`src/hdl/sha256_pkg.sv`:
```
// SHA-256 hasher package: word types, round constants, initial hash, sigma functions.
// No dependencies.
package sha256_pkg;

    typedef logic [31:0] word_t;
    typedef word_t [0:7] state_words_t;

    typedef struct packed {
        logic       load_byte;
        logic [7:0] byte_val;
        logic       round_shift;
    } sched_ctrl_t;

    localparam int BLK_BITS = 512;

    localparam logic [7:0] PAD_MARK = 8'h80;

    localparam state_words_t HASH_IV = {
        32'h6a09e667, 32'hbb67ae85, 32'h3c6ef372, 32'ha54ff53a,
        32'h510e527f, 32'h9b05688c, 32'h1f83d9ab, 32'h5be0cd19};

    localparam word_t [0:63] ROUND_K = {
        32'h428a2f98, 32'h71374491, 32'hb5c0fbcf, 32'he9b5dba5,
        32'h3956c25b, 32'h59f111f1, 32'h923f82a4, 32'hab1c5ed5,
        32'hd807aa98, 32'h12835b01, 32'h243185be, 32'h550c7dc3,
        32'h72be5d74, 32'h80deb1fe, 32'h9bdc06a7, 32'hc19bf174,
        32'he49b69c1, 32'hefbe4786, 32'h0fc19dc6, 32'h240ca1cc,
        32'h2de92c6f, 32'h4a7484aa, 32'h5cb0a9dc, 32'h76f988da,
        32'h983e5152, 32'ha831c66d, 32'hb00327c8, 32'hbf597fc7,
        32'hc6e00bf3, 32'hd5a79147, 32'h06ca6351, 32'h14292967,
        32'h27b70a85, 32'h2e1b2138, 32'h4d2c6dfc, 32'h53380d13,
        32'h650a7354, 32'h766a0abb, 32'h81c2c92e, 32'h92722c85,
        32'ha2bfe8a1, 32'ha81a664b, 32'hc24b8b70, 32'hc76c51a3,
        32'hd192e819, 32'hd6990624, 32'hf40e3585, 32'h106aa070,
        32'h19a4c116, 32'h1e376c08, 32'h2748774c, 32'h34b0bcb5,
        32'h391c0cb3, 32'h4ed8aa4a, 32'h5b9cca4f, 32'h682e6ff3,
        32'h748f82ee, 32'h78a5636f, 32'h84c87814, 32'h8cc70208,
        32'h90befffa, 32'ha4506ceb, 32'hbef9a3f7, 32'hc67178f2};

    function automatic word_t big_sig0(word_t x);
        return {x[1:0], x[31:2]} ^ {x[12:0], x[31:13]} ^ {x[21:0], x[31:22]};
    endfunction

    function automatic word_t big_sig1(word_t x);
        return {x[5:0], x[31:6]} ^ {x[10:0], x[31:11]} ^ {x[24:0], x[31:25]};
    endfunction

    function automatic word_t small_sig0(word_t x);
        return {x[6:0], x[31:7]} ^ {x[17:0], x[31:18]} ^ {3'b000, x[31:3]};
    endfunction

    function automatic word_t small_sig1(word_t x);
        return {x[16:0], x[31:17]} ^ {x[18:0], x[31:19]} ^ {10'b0, x[31:10]};
    endfunction

endpackage

```
`src/hdl/sha256_round.sv`:
```
// SHA-256 round unit: one compression round on the working variables.
// Depends on sha256_pkg.
module sha256_round
    import sha256_pkg::*;
(
    input  state_words_t vars_in,
    input  word_t        k,
    input  word_t        w,
    output state_words_t vars_out
);

    word_t t1;
    word_t t2;
    word_t ch;
    word_t maj;

    always_comb
    begin
        ch  = (vars_in[4] & vars_in[5]) ^ (~vars_in[4] & vars_in[6]);
        maj = (vars_in[0] & vars_in[1]) ^ (vars_in[0] & vars_in[2])
            ^ (vars_in[1] & vars_in[2]);
        t1  = vars_in[7] + big_sig1(vars_in[4]) + ch + k + w;
        t2  = big_sig0(vars_in[0]) + maj;
        vars_out[0] = t1 + t2;
        vars_out[1] = vars_in[0];
        vars_out[2] = vars_in[1];
        vars_out[3] = vars_in[2];
        vars_out[4] = vars_in[3] + t1;
        vars_out[5] = vars_in[4];
        vars_out[6] = vars_in[5];
        vars_out[7] = vars_in[6];
    end

endmodule

```
`src/hdl/sha256_sched.sv`:
```
// SHA-256 block buffer and rolling message schedule as a 16-word shift line.
// Depends on sha256_pkg.
module sha256_sched
    import sha256_pkg::*;
(
    input  logic        clk,
    input  sched_ctrl_t ctrl,
    output word_t       w0
);

    logic [BLK_BITS-1:0] blk_reg;
    logic [BLK_BITS-1:0] blk_next;
    word_t               new_w;

    assign w0 = blk_reg[511:480];

    always_comb
    begin
        new_w = small_sig1(blk_reg[63:32]) + blk_reg[223:192]
              + small_sig0(blk_reg[479:448]) + blk_reg[511:480];
        blk_next = blk_reg;
        priority if (ctrl.load_byte)
        begin
            blk_next = {blk_reg[503:0], ctrl.byte_val};
        end
        else if (ctrl.round_shift)
        begin
            blk_next = {blk_reg[479:0], new_w};
        end
    end

    always_ff @(posedge clk)
    begin
        blk_reg <= blk_next;
    end

endmodule

```
`src/hdl/sha256_byte_stream_hasher.sv`:
```
// SHA-256 byte stream hasher top level: sequencer, hash and count registers, output register.
// Depends on sha256_pkg, sha256_sched, sha256_round.
// Byte word: taken in idle; the 64th byte of a block starts 64 rounds and then the hash add.
// Finish word: one pad byte per cycle to the block end, then one or two compressions,
// then 8 digest words, one per cycle unless stalled. Input is taken only while idle.
// Reset (rst_n low, async): idle, initial hash, zero count, no digest word pending.
module sha256_byte_stream_hasher
    import sha256_pkg::*;
(
    input  logic        clk,
    input  logic        rst_n,
    input  logic        s_axis_tvalid,
    output logic        s_axis_tready,
    input  logic [7:0]  s_axis_tdata,   // [7:0] data_byte
    input  logic        s_axis_tuser,   // [0] kind
    output logic        m_axis_tvalid,
    input  logic        m_axis_tready,
    output logic [39:0] m_axis_tdata,   // [31:0] digest_word, [34:32] word_number, zero fill
    output logic        m_axis_tlast    // last_word
);

    localparam logic [2:0] ST_IDLE = 3'd0;
    localparam logic [2:0] ST_PAD  = 3'd1;
    localparam logic [2:0] ST_RUN  = 3'd2;
    localparam logic [2:0] ST_ADD  = 3'd3;
    localparam logic [2:0] ST_OUT  = 3'd4;

    logic [2:0]   state_reg, state_next;
    logic [5:0]   pos_reg, pos_next;
    logic [5:0]   rnd_reg, rnd_next;
    logic [2:0]   widx_reg, widx_next;
    logic [63:0]  count_reg, count_next;
    logic [63:0]  len_reg, len_next;
    logic         pad_reg, pad_next;
    logic         first_reg, first_next;
    logic         lenok_reg, lenok_next;
    logic         final_reg, final_next;
    state_words_t hash_reg, hash_next;
    state_words_t vars_reg, vars_next;
    logic         out_valid_reg, out_valid_next;
    word_t        out_word_reg, out_word_next;
    logic [2:0]   out_num_reg, out_num_next;
    logic         out_last_reg, out_last_next;

    sched_ctrl_t  sched_ctrl;
    word_t        w0;
    state_words_t vars_round;
    logic [2:0]   len_sel;

    sha256_sched u_sched (
        .clk  (clk),
        .ctrl (sched_ctrl),
        .w0   (w0)
    );

    sha256_round u_round (
        .vars_in  (vars_reg),
        .k        (ROUND_K[rnd_reg]),
        .w        (w0),
        .vars_out (vars_round)
    );

    assign s_axis_tready = (state_reg == ST_IDLE);
    assign m_axis_tvalid = out_valid_reg;
    assign m_axis_tdata  = {5'b0, out_num_reg, out_word_reg};
    assign m_axis_tlast  = out_last_reg;
    assign len_sel       = ~pos_reg[2:0];

    always_comb
    begin
        state_next     = state_reg;
        pos_next       = pos_reg;
        rnd_next       = rnd_reg;
        widx_next      = widx_reg;
        count_next     = count_reg;
        len_next       = len_reg;
        pad_next       = pad_reg;
        first_next     = first_reg;
        lenok_next     = lenok_reg;
        final_next     = final_reg;
        hash_next      = hash_reg;
        vars_next      = vars_reg;
        out_valid_next = out_valid_reg && !m_axis_tready;
        out_word_next  = out_word_reg;
        out_num_next   = out_num_reg;
        out_last_next  = out_last_reg;
        sched_ctrl     = '0;

        unique case (state_reg)
            ST_IDLE:
            begin
                if (s_axis_tvalid)
                begin
                    if (s_axis_tuser)
                    begin
                        len_next   = {count_reg[60:0], 3'b000};
                        first_next = 1'b1;
                        pad_next   = 1'b1;
                        state_next = ST_PAD;
                    end
                    else
                    begin
                        sched_ctrl.load_byte = 1'b1;
                        sched_ctrl.byte_val  = s_axis_tdata;
                        pos_next   = pos_reg + 6'd1;
                        count_next = count_reg + 64'd1;
                        if (pos_reg == 6'd63)
                        begin
                            vars_next  = hash_reg;
                            final_next = 1'b0;
                            rnd_next   = '0;
                            state_next = ST_RUN;
                        end
                    end
                end
            end
            ST_PAD:
            begin
                sched_ctrl.load_byte = 1'b1;
                if (first_reg)
                begin
                    sched_ctrl.byte_val = PAD_MARK;
                    lenok_next = (pos_reg < 6'd56);
                end
                else if (lenok_reg && (pos_reg >= 6'd56))
                begin
                    sched_ctrl.byte_val = len_reg[{len_sel, 3'b000} +: 8];
                end
                pos_next   = pos_reg + 6'd1;
                first_next = 1'b0;
                if (pos_reg == 6'd63)
                begin
                    vars_next  = hash_reg;
                    final_next = lenok_reg && !first_reg;
                    rnd_next   = '0;
                    state_next = ST_RUN;
                end
            end
            ST_RUN:
            begin
                sched_ctrl.round_shift = 1'b1;
                vars_next = vars_round;
                rnd_next  = rnd_reg + 6'd1;
                if (rnd_reg == 6'd63)
                begin
                    state_next = ST_ADD;
                end
            end
            ST_ADD:
            begin
                for (int i = 0; i < 8; i++)
                begin
                    hash_next[i] = hash_reg[i] + vars_reg[i];
                end
                priority if (final_reg)
                begin
                    widx_next  = '0;
                    state_next = ST_OUT;
                end
                else if (pad_reg)
                begin
                    lenok_next = 1'b1;
                    state_next = ST_PAD;
                end
                else
                begin
                    state_next = ST_IDLE;
                end
            end
            ST_OUT:
            begin
                if (!out_valid_reg || m_axis_tready)
                begin
                    out_valid_next = 1'b1;
                    out_word_next  = hash_reg[widx_reg];
                    out_num_next   = widx_reg;
                    out_last_next  = (widx_reg == 3'd7);
                    widx_next      = widx_reg + 3'd1;
                    if (widx_reg == 3'd7)
                    begin
                        hash_next  = HASH_IV;
                        count_next = '0;
                        pos_next   = '0;
                        pad_next   = 1'b0;
                        final_next = 1'b0;
                        state_next = ST_IDLE;
                    end
                end
            end
            default:
            begin
                state_next = ST_IDLE;
            end
        endcase
    end

    always_ff @(posedge clk or negedge rst_n)
    begin
        if (!rst_n)
        begin
            state_reg     <= ST_IDLE;
            pos_reg       <= '0;
            rnd_reg       <= '0;
            widx_reg      <= '0;
            count_reg     <= '0;
            pad_reg       <= 1'b0;
            first_reg     <= 1'b0;
            lenok_reg     <= 1'b0;
            final_reg     <= 1'b0;
            hash_reg      <= HASH_IV;
            out_valid_reg <= 1'b0;
        end
        else
        begin
            state_reg     <= state_next;
            pos_reg       <= pos_next;
            rnd_reg       <= rnd_next;
            widx_reg      <= widx_next;
            count_reg     <= count_next;
            pad_reg       <= pad_next;
            first_reg     <= first_next;
            lenok_reg     <= lenok_next;
            final_reg     <= final_next;
            hash_reg      <= hash_next;
            out_valid_reg <= out_valid_next;
        end
    end

    always_ff @(posedge clk)
    begin
        len_reg      <= len_next;
        vars_reg     <= vars_next;
        out_word_reg <= out_word_next;
        out_num_reg  <= out_num_next;
        out_last_reg <= out_last_next;
    end

endmodule

```
`config.mk`:
```
export PLATFORM = sky130hd
export DESIGN_NAME = sha256_byte_stream_hasher
export DESIGN_NICKNAME = d
export VERILOG_FILES = /design/src/hdl/sha256_pkg.sv /design/src/hdl/sha256_round.sv /design/src/hdl/sha256_sched.sv /design/src/hdl/sha256_byte_stream_hasher.sv
export SDC_FILE = /design/constraint.sdc
export NUM_CORES = 2
export LEC_CHECK = 0
export BUFFER_PORTS_ARGS = -buffer_cell sky130_fd_sc_hd__buf_4
export CAP_MARGIN = 20
export CORE_ASPECT_RATIO = 0.8
export CORE_MARGIN = 8
export CORE_UTILIZATION = 60
export CTS_BUF_LIST = sky130_fd_sc_hd__clkbuf_4
export DETAILED_ROUTE_END_ITERATION = 6
export PLACE_DENSITY = 0.79
export RECOVER_POWER = 100
export SLEW_MARGIN = 5
export SYNTH_ARGS = -nofsm -noshare
export SYNTH_HDL_FRONTEND = slang
export SYNTH_SLANG_ARGS = --single-unit
export TNS_END_PERCENT = 20
```
`constraint.sdc`:
```
create_clock -name clk -period 20.1 [get_ports clk]
set_input_delay 3.015 -clock clk [delete_from_list [all_inputs] [get_ports clk]]
set_output_delay 3.015 -clock clk [all_outputs]
set_load 0.02 [all_outputs]
```
==> results.md <==
CTS:
- The setup fix buffers added after clock tree synthesis is 0.
- The maximum level of the CTS H-tree is 5.
- The root buffer cell is sky130_fd_sc_hd__clkbuf_4.
- The number of buffers added to fix hold violations after cts is 0.
- In this run, post-CTS repair resized a total of 0 instances.
- The clock tree buffer depth is 4.
- The total clock buffers created by CTS is between 300 and 400.
- Clock-pin slew was measured on the worst setup and hold paths at about 70 ps.
- TritonCTS built the clock tree.
- The clock network latency to the later pin of the worst-skew pair is about 1300 ps.
- The number of clock sinks is 1,205.

Place:
- The routability congestion estimate from global placement is just over 1.
- In this run the tool buffered the top-level ports with 50 buffer cells.
- The HPWL after detailed placement is around 170 mm.

Timing:
- The timing-limited maximum frequency is 0.0783 GHz.
- The hold violation total from the final report is 0.
- The worst path needs 12,780 ps of the cycle, external delays included.
- The clock arrives with 144 ps of skew.
- Setup violations remaining at the end of the flow were counted as 0.
- The number of pins with negative max-slew slack in the final report was 2,702.
- The transition time of the tightest slew-check pin is between 9000 and 10,000 ps.
- The total negative setup slack is 0 ps.
- The worst pin sits at a relative slew slack of -508%.
- The fraction of the cycle the final worst path needs is a little under two thirds.
- Setup repair after global routing left no endpoint under its margin.

Floorplanning:
- The I/O pin total is 56.
- The floorplan die width is about 420 um.
- The floorplan step set the die height to 341 um.
- The effective utilization at floorplan is 60.4%.
- The floorplan step defined a die boundary enclosing 144,000 um2.
- The number of rows in the core area is 119.
- The area of the core region is 131,000 um2.

Synthesis:
- The area share of the largest cell type after synthesis is 32.7%.
- Yosys mapped a number of flops with a built-in enable equal to around 870.
- The largest total area in the synthesized netlist belongs to sky130_fd_sc_hd__edfxtp_1.
- For this run, the register share of the synthesized area comes to approximately 44%.
- The number of storage elements in the synthesis netlist is approximately 1,200.
- The number of different library cells used by synthesis comes to 90.
- The main flop type after synthesis is sky130_fd_sc_hd__edfxtp_1.
- In the synthesized netlist the async set-or-reset flop fraction comes to 28.2%.
- By area the synthesized netlist is led by sky130_fd_sc_hd__edfxtp_1, sky130_fd_sc_hd__nand2_1, sky130_fd_sc_hd__dfrtp_1.
- The gate count after technology mapping is 8,460.
- Yosys printed 0 warnings.
- In this run the cell area of the synthesized design comes to 79,400 um2.
- The average instance in the mapped netlist occupies 9.38 um2.

Layout:
- The final design utilization is 64.3%.
- Fill cells in the final layout number about 11,000.
- The number of nets in the layout is about 9,000.
- In the final layout, the share of cells above drive strength 1 is under 10%.
- The number of flip-flops in the largest register is just over 500.
- The area growth from synthesis to layout is 6.48%.

Outcome:
- The run finished, with violations left.
- The checks that failed: design-rule violations, max-capacitance violations, max-slew violations.

Setup path:
- The critical path ends at u_sched.blk_reg[17].
- The start of the worst register-to-register path is state_reg[0].
- The startpoint of the worst setup timing path is s_axis_tvalid.
- Data on the critical path is required at its endpoint by 20,790 ps.
- By startpoint and endpoint, the worst setup path is classified as input port to register.
- The critical path data arrival time is 13,470 ps.
- Across all register-to-register paths, the minimum setup slack is 8720 ps.
- In this run the critical register-to-register path is captured at u_sched.blk_reg[17].
- The type of destination of the critical path is a register.
- Along the worst path, the maximum fanout reaches 225.
- The number of cells on the worst reg-to-reg path is 5.
- The startpoint type of the worst setup path is an input port.

Drt:
- The first-pass iteration count of the detailed router is 7.
- In this run the remaining antenna-violating nets after routing total 0.
- The vias after detailed routing is approximately 65,000.
- The number of DRC violations after detailed-routing iteration 0 is 8,291.
- In the final routed layout, each cell accounts on average for 23.4 um.
- The routed wire length is 244 mm.
- Dividing the detail-routed via count by the number of cells gives a little over 6.
- The detailed-route DRC error count is 2.

Run:
- The number of maximum-capacitance constraint violations is between 40 and 50.

Global routing:
- The number of global-route vias before repair is between 60,000 and 70,000.
- The global-route total usage across every layer is 32.9%.
- The first global-routing pass estimated 371 mm of wire.
- The pin count of the biggest net entering global routing is 226.
- The initial antenna violation count was 17.
- The global-route congestion overflow total is 0.

Hold path:
- The class of the worst hold path is register to register.
[layout make-up]
class	count	area, um2	share of cell area, %
sequential	1205	34700	41.0
inverter	341	1280	1.51
antenna	10	25.0	0.0296
timing repair buffer	119	618	0.731
tap	1754	2190	2.60
multi-input combinational	6442	41600	49.3
clock buffer	501	3760	4.45
clock inverter	60	350	0.414
[cells in the mapped netlist (48+ instances only)]
master / instances
sky130_fd_sc_hd__mux4_2: 80
sky130_fd_sc_hd__nor3_1: 135
sky130_fd_sc_hd__nor2b_1: 54
sky130_fd_sc_hd__inv_1: 339
sky130_fd_sc_hd__xor2_1: 232
sky130_fd_sc_hd__or3_1: 49
sky130_fd_sc_hd__o21a_1: 63
sky130_fd_sc_hd__nand3_1: 149
sky130_fd_sc_hd__clkbuf_1: 423
sky130_fd_sc_hd__nand2_1: 2365
sky130_fd_sc_hd__a211oi_1: 61
sky130_fd_sc_hd__and3_1: 48
sky130_fd_sc_hd__edfxtp_1: 865
sky130_fd_sc_hd__xnor2_1: 365
sky130_fd_sc_hd__a21o_1: 162
sky130_fd_sc_hd__nand2b_1: 74
sky130_fd_sc_hd__o211ai_1: 54
sky130_fd_sc_hd__ha_1: 400
sky130_fd_sc_hd__dfstp_2: 136
sky130_fd_sc_hd__nor2_1: 372
sky130_fd_sc_hd__dfrtp_1: 204
sky130_fd_sc_hd__o21ai_0: 528
sky130_fd_sc_hd__fa_1: 197
sky130_fd_sc_hd__a21oi_1: 454
sky130_fd_sc_hd__mux2_2: 68
[critical path, stage by stage]
cell and delay (ps):
sky130_fd_sc_hd__clkbuf_1 160, sky130_fd_sc_hd__nor2b_1 230, sky130_fd_sc_hd__nor2_1 70, sky130_fd_sc_hd__nor3_1 430, sky130_fd_sc_hd__clkbuf_1 1920, sky130_fd_sc_hd__clkbuf_1 6270
sky130_fd_sc_hd__o21ai_0 1140
[stage by stage]
| stage | hold slack [ps] | worst slack, ps | instance area [um2] | std cells |
|---|---|---|---|---|
| after global placement | 463 | 10790 | 80800 | 9858 |
| after floorplan | 446 | 3780 | 79400 | 8464 |
| after global routing | 504 | 6280 | 84500 | 10428 |
| final | 486 | 7320 | 84500 | 10432 |
| after detailed placement | 467 | 10800 | 80800 | 9858 |
| after CTS | 483 | 10750 | 84900 | 10419 |
[logic make-up (layout without fill, tap and decap cells)]
logic type	Yosys count	in the layout	synth area share, %
simple gates	3395	3395	17.9
compound gates	1648	1648	12.8
flops	1205	1205	43.7
buf+inv	817	1021	3.89
fa+ha+maj	619	619	11.6
xor+xnor	599	599	6.64
mux	176	176	3.59
other cells	1	15	0.00472
[layout by cell type (no fill, tap or decap), types with 135 or more instances in the layout]
master                        n
sky130_fd_sc_hd__a21o_1     162
sky130_fd_sc_hd__a21oi_1    454
sky130_fd_sc_hd__clkbuf_4   502
sky130_fd_sc_hd__dfrtp_1    198
sky130_fd_sc_hd__dfstp_2    136
sky130_fd_sc_hd__edfxtp_1   865
sky130_fd_sc_hd__fa_1       197
sky130_fd_sc_hd__ha_1       400
sky130_fd_sc_hd__inv_1      339
sky130_fd_sc_hd__nand2_1   2365
sky130_fd_sc_hd__nand3_1    150
sky130_fd_sc_hd__nor2_1     372
sky130_fd_sc_hd__nor3_1     135
sky130_fd_sc_hd__o21ai_0    529
sky130_fd_sc_hd__xnor2_1    365
sky130_fd_sc_hd__xor2_1     232
[metal layers]
metal	share of wire (%)	global-route usage (%)
met2	42	46.4
met4	4.4	13.5
met5	0.030	0
met3	13	9.34
met1	41	47.6
[how the worst min path moves through the flow]
stage | from | to | slack, ps | cells past startpoint
after floorplan | count_reg[60] | len_reg[63] | 450 | 0
after global placement | pad_reg | pad_reg | 460 | 1
after detailed placement | count_reg[13] | len_reg[16] | 470 | 0
after CTS | count_reg[13] | len_reg[16] | 480 | 0
after global routing | count_reg[13] | len_reg[16] | 500 | 0
final | count_reg[13] | len_reg[16] | 490 | 0
Power is left out: the tool's default activity adds up to more than one toggle a clock period on the data nets, which glitch-free logic cannot reach.
